## src/hdl/tabi_pkg.sv

```systemverilog
// ---------------------------------------------------------------------------
// tabi_pkg
// shared types and codes for the timestamped heading store
// ---------------------------------------------------------------------------
package tabi_pkg;

  localparam int STAMP_W = 48;
  localparam int ANGLE_W = 16;
  localparam int MAG_W   = 17;   // magnitude of a short-way angle step
  localparam int TOL_W   = 32;
  localparam int LIM_W   = 11;

  // item kinds
  localparam logic [1:0] KIND_STORE = 2'd0;
  localparam logic [1:0] KIND_QUERY = 2'd1;
  localparam logic [1:0] KIND_CLEAN = 2'd2;

  // result outcomes
  localparam logic [2:0] OUT_INTERP = 3'd0;
  localparam logic [2:0] OUT_FIRST  = 3'd1;
  localparam logic [2:0] OUT_LAST   = 3'd2;
  localparam logic [2:0] OUT_EMPTY  = 3'd3;
  localparam logic [2:0] OUT_TOL    = 3'd4;

  // configuration register indexes
  localparam logic [1:0] REG_TOLERANCE = 2'd0;
  localparam logic [1:0] REG_WINDOW    = 2'd1;
  localparam logic [1:0] REG_THRESHOLD = 2'd2;
  localparam logic [1:0] REG_KEEP      = 2'd3;

  typedef struct packed {
    logic [1:0]                kind;
    logic [STAMP_W-1:0]        stamp_us;
    logic signed [ANGLE_W-1:0] angle_in;
  } in_item_t;

  typedef struct packed {
    logic signed [ANGLE_W-1:0] angle_out;
    logic [2:0]                outcome;
  } out_item_t;

  // handshake between the sequencer and the fraction unit
  typedef struct packed {
    logic busy;
    logic done;
  } frac_status_t;

endpackage

```

## src/hdl/tabi_frac.sv

```systemverilog
// ---------------------------------------------------------------------------
// tabi_frac
// serial unit for floor(mag * num / den), one bit of mag per cycle
// ---------------------------------------------------------------------------
module tabi_frac (
  input  logic                           clk,
  input  logic                           rst,
  input  logic                           start,
  input  logic [tabi_pkg::MAG_W-1:0]     mag,
  input  logic [tabi_pkg::STAMP_W-1:0]   num,
  input  logic [tabi_pkg::STAMP_W-1:0]   den,
  output tabi_pkg::frac_status_t         status,
  output logic [tabi_pkg::MAG_W-1:0]     quot
);

  localparam int SW  = tabi_pkg::STAMP_W;
  localparam int MW  = tabi_pkg::MAG_W;
  localparam int CW  = $clog2(MW + 1);
  localparam int AW  = SW + 2;

  logic          busy;
  logic          done;
  logic [CW-1:0] cnt;
  logic [SW-1:0] rem;
  logic [MW-1:0] q;
  logic [MW-1:0] m;
  logic [SW-1:0] numr;
  logic [SW-1:0] denr;

  logic [AW-1:0] acc;
  logic [AW-1:0] den1;
  logic [AW-1:0] den2;
  logic [SW-1:0] rem_next;
  logic [MW-1:0] q_next;

  // invariant: q * den + rem == (mag bits so far) * num, rem < den
  always_comb begin
    acc  = {1'b0, rem, 1'b0} + (m[MW-1] ? {2'b00, numr} : '0);
    den1 = {2'b00, denr};
    den2 = {1'b0, denr, 1'b0};
    if (acc >= den2) begin
      rem_next = SW'(acc - den2);
      q_next   = {q[MW-2:0], 1'b0} + MW'(2);
    end else if (acc >= den1) begin
      rem_next = SW'(acc - den1);
      q_next   = {q[MW-2:0], 1'b0} + MW'(1);
    end else begin
      rem_next = SW'(acc);
      q_next   = {q[MW-2:0], 1'b0};
    end
  end

  always_ff @(posedge clk) begin
    if (rst) begin
      busy <= 1'b0;
      done <= 1'b0;
      cnt  <= '0;
    end else begin
      done <= 1'b0;
      if (start && !busy) begin
        busy <= 1'b1;
        cnt  <= '0;
      end else if (busy) begin
        cnt <= cnt + CW'(1);
        if (cnt == CW'(MW - 1)) begin
          busy <= 1'b0;
          done <= 1'b1;
        end
      end
    end
  end

  always_ff @(posedge clk) begin
    if (start && !busy) begin
      rem  <= '0;
      q    <= '0;
      m    <= mag;
      numr <= num;
      denr <= den;
    end else if (busy) begin
      rem <= rem_next;
      q   <= q_next;
      m   <= {m[MW-2:0], 1'b0};
    end
  end

  assign status.busy = busy;
  assign status.done = done;
  assign quot        = q;

endmodule

```

## config.mk

```make
export PLATFORM = sky130hd
export DESIGN_NAME = tabi_frac
export DESIGN_NICKNAME = d
export VERILOG_FILES = /design/src/hdl/tabi_pkg.sv /design/src/hdl/tabi_frac.sv
export SDC_FILE = /design/constraint.sdc
export NUM_CORES = 1
export LEC_CHECK = 0
export ABC_CLOCK_PERIOD_IN_PS = 10700
export BUFFER_PORTS_ARGS = -buffer_cell sky130_fd_sc_hd__buf_2
export CAP_MARGIN = 15
export CORE_MARGIN = 4
export CORE_UTILIZATION = 51
export CTS_CLUSTER_SIZE = 14
export DETAILED_ROUTE_END_ITERATION = 6
export GPL_TIMING_DRIVEN = 1
export PLACE_DENSITY = 0.7
export SETUP_SLACK_MARGIN = 0.3
export SLEW_MARGIN = 20
export SYNTH_ARGS = -nofsm -noshare
export SYNTH_HDL_FRONTEND = slang
export SYNTH_SLANG_ARGS = --single-unit
```

## constraint.sdc

```tcl
create_clock -name clk -period 10.7 [get_ports clk]
set_input_delay 0 -clock clk [delete_from_list [all_inputs] [get_ports clk]]
set_output_delay 0 -clock clk [all_outputs]
set_load 0.1 [all_outputs]
```

==> flow_metrics.tcl <==
set metrics [dict create \
    yosysSeqAreaShare_pct 29.91 \
    grt_pass1_wl_um 82090 \
    grt_most_used_layer "met2" \
    drcViolationCount 0 \
    p_total_mw 6.007 \
    drtAntennaViolNets 0 \
    min_path_cells 2 \
    hold_viol 0 \
    gp_congestion 1.059 \
    drv_slew 0 \
    setup.worst_path.start_class "register" \
    worst-path-max-fanout 35 \
    yosys.cell_types.count 90 \
    end_kind "register" \
    design.core.area_um2 30910 \
    synth-edff-count 113 \
    synth_top_family_by_area "compound AO/OA/AOI/OAI gates" \
    critPathKind "register to register" \
    initial_core_util_pct 52.30 \
    grt_setup_unrepaired "no" \
    run_status "completed" \
    numCtsBuffers 17 \
    wl_um 52790 \
    vias 15870 \
    die_w_um 186.0 \
    reg2regPathDepth 22 \
    hold_buffers 115 \
    synth_nets 2151 \
    slowest_stage "edfxtp_1" \
    required_ns 11.11 \
    synth_xor_area_share_pct 7.260 \
    min_period_ns 8.099 \
    cts_tree "built" \
    synth_compound_area_share_pct 25.85 \
    die-area_um2 34610 \
    num-fill-cells 2704 \
    async_reset_ff_share_pct 0 \
    seqCellArea_um2 4836 \
    h-tree-depth 4 \
    gr-usage-met1_pct 42.17 \
    gr-total-overflow 0 \
    synthTopCellsByArea "edfxtp_1 (21%), ha_1 (11%), dfxtp_1 (8.9%)" \
    power_density_nw_per_um2 320.3 \
    worstPathArrival_ns 8.51 \
    dieHeight_um 186.0 \
    nets 2341 \
    use_met3_pct 6.488 \
    hold_slack_ns 0.2305 \
    firstDrtPassIters 5 \
    synth_seq_cells 185 \
    cts.clk_slew.worst_paths_ns 0.08 \
    ios 135 \
    slew_headroom_pct 34.46 \
    worst_path_largest_cell_delay_ns 0.79 \
    portBuffers 134 \
    cts_root_buffer "clkbuf_16" \
    worstPathCellList "and2_1 > ha_1 > fa_1 > a211oi_1 > o21bai_1 > o21ai_0 > a21oi_1 > nor4b_1 > nor2_1 > a31oi_1 > xnor2_1 > ha_1 > a21oi_1 > o21ai_1 > or3_1 > a221oi_1 > o21ai_0 > a41oi_2 > o311a_2 > nand3_2 > or3_1 > nand4_1" \
    p_leak_nw 8.145 \
    ys_warn_count 0 \
    final_util_pct 60.68 \
    grt_usage_pct 30.28 \
    drive_gt1_share_pct 11.11 \
    setup_viol 0 \
    grt_pass1_vias 15090 \
    vdd_ir_drop_max_v 0.0001879 \
    yosys.area_share.simple_pct 17.74 \
    yosys-mux-area-fraction_pct 2.546 \
    use_met2_pct 47.24 \
    ctsLongestPathBuffers 2 \
    avgSynthCellArea_um2 8.571 \
    synth_flop_cell "edfxtp_1" \
    synthAdderAreaFrac_pct 11.67 \
    cap_viol_max_count 0 \
    hold_class "input port to register" \
    cts_resized 0 \
    diodes 0 \
    synth_area_um2 16170 \
    final_area_um2 18760 \
    vias_per_cell 6.387 \
    cts_setup_buffers 0 \
    clk-insertion-delay-late_ns 0.48 \
    worstMarginPinSlew_ns 0.9832 \
    dp_hpwl_um 39470 \
    wl_per_cell_um 21.24 \
    antenna_found_initial 0 \
    area_growth_syn_to_layout_pct 16.02 \
    num_rows 64 \
    grt_max_degree 58 \
    numClockSinks 185 \
    fmax_mhz 123.5 \
    fin_worst_skew_ns 0.02619 \
    dpl_cell_area_um2 17000 \
    drt_iter0_drc 1663 \
    multiInputGateArea_um2 10530 \
    setup_tns_ns 0 \
    final.period_utilization_pct 75.69 \
    yosysTopAreaCell "edfxtp_1" \
    synth_top_area_share_pct 20.99 \
    syn_inst 1886 \
]
[per-layer routing]
layer / part of all wire, % / wire (um)
met3: 10 / 5325
met2: 44 / 23230
met4: 2.7 / 1439
met1: 43 / 22800
met5: 0 / 0
[cells by family (layout without fill, tap and decap cells)]
kind of cell / Yosys count / in the layout
AO/OA/AOI/OAI: 628 / 628
XOR/XNOR: 134 / 134
adder cells (fa/ha/maj): 149 / 149
buffers and inverters: 191 / 394
flip-flops: 185 / 185
multiplexers: 39 / 39
AND/OR/NAND/NOR: 560 / 560
[path summary, 6_finish.rpt]
path	start	end	slack, ns
setup / recovery	m[16]	rem[47]	2.60
hold / removal	num[15]	numr[15]	0.23
setup reg to reg	m[16]	rem[47]	2.60
hold reg to reg	rem[23]	rem[23]	0.49
[critical path: cells and delay by family (launching register included)]
kind                     cells  cell delay, ns
adder cells (fa/ha/maj)      3            1.06
XOR/XNOR                     1            0.30
flip-flops                   1            0.79
AO/OA/AOI/OAI               11            2.84
AND/OR/NAND/NOR              7            3.04
[placed cells by master (no fill, tap or decap), types with 23 or more instances in the layout]
master	n
o21ai_0	96
nand2_1	165
and2_1	58
edfxtp_1	113
dlygate4sd3_1	115
xnor2_1	75
nor2_1	75
nor3_1	41
xor2_1	59
nand4_1	29
o211ai_1	25
a21o_1	75
nand3_1	57
ha_1	146
o21bai_1	26
buf_2	134
dfxtp_1	71
and3_1	25
a31oi_1	23
inv_1	102
a21oi_1	182
[stage by stage]
step / setup WS (ns) / cells
after floorplan: 4.884 / 1886
after global placement: 2.971 / 2338
after detailed placement: 2.777 / 2338
after CTS: 2.770 / 2485
after global routing: 2.187 / 2485
final: 2.601 / 2485
[final cells by class]
cell class	instances	share of cell area, %
Sequential cell	185	25.78
Tap cell	396	2.642
Inverter	102	2.041
Multi-Input combinational cell	1510	56.16
Clock inverter	14	0.9273
Clock buffer	18	2.288
Timing Repair Buffer	260	10.15
[report_power, final]
part | internal (mW) | switching, mW
registers | 0.878 | 0.0973
logic | 1.59 | 2.76
clock network | 0.354 | 0.319
[Yosys cell counts, drive strengths merged (58+ instances only)]
library cell,count
nand2,168
edfxtp,113
nor2,79
nand3,61
xor2,59
a21o,75
o21ai,110
and2,58
inv,102
xnor2,75
a21oi,182
dfxtp,72
ha,146
[state kept, by name, indices dropped and copies added (netlist names)]
name and cells:
denr 48, numr 48, rem 48, m 17, quot 17, cnt 5
busy 1, done 1
(Power assumes the default switching activity.)
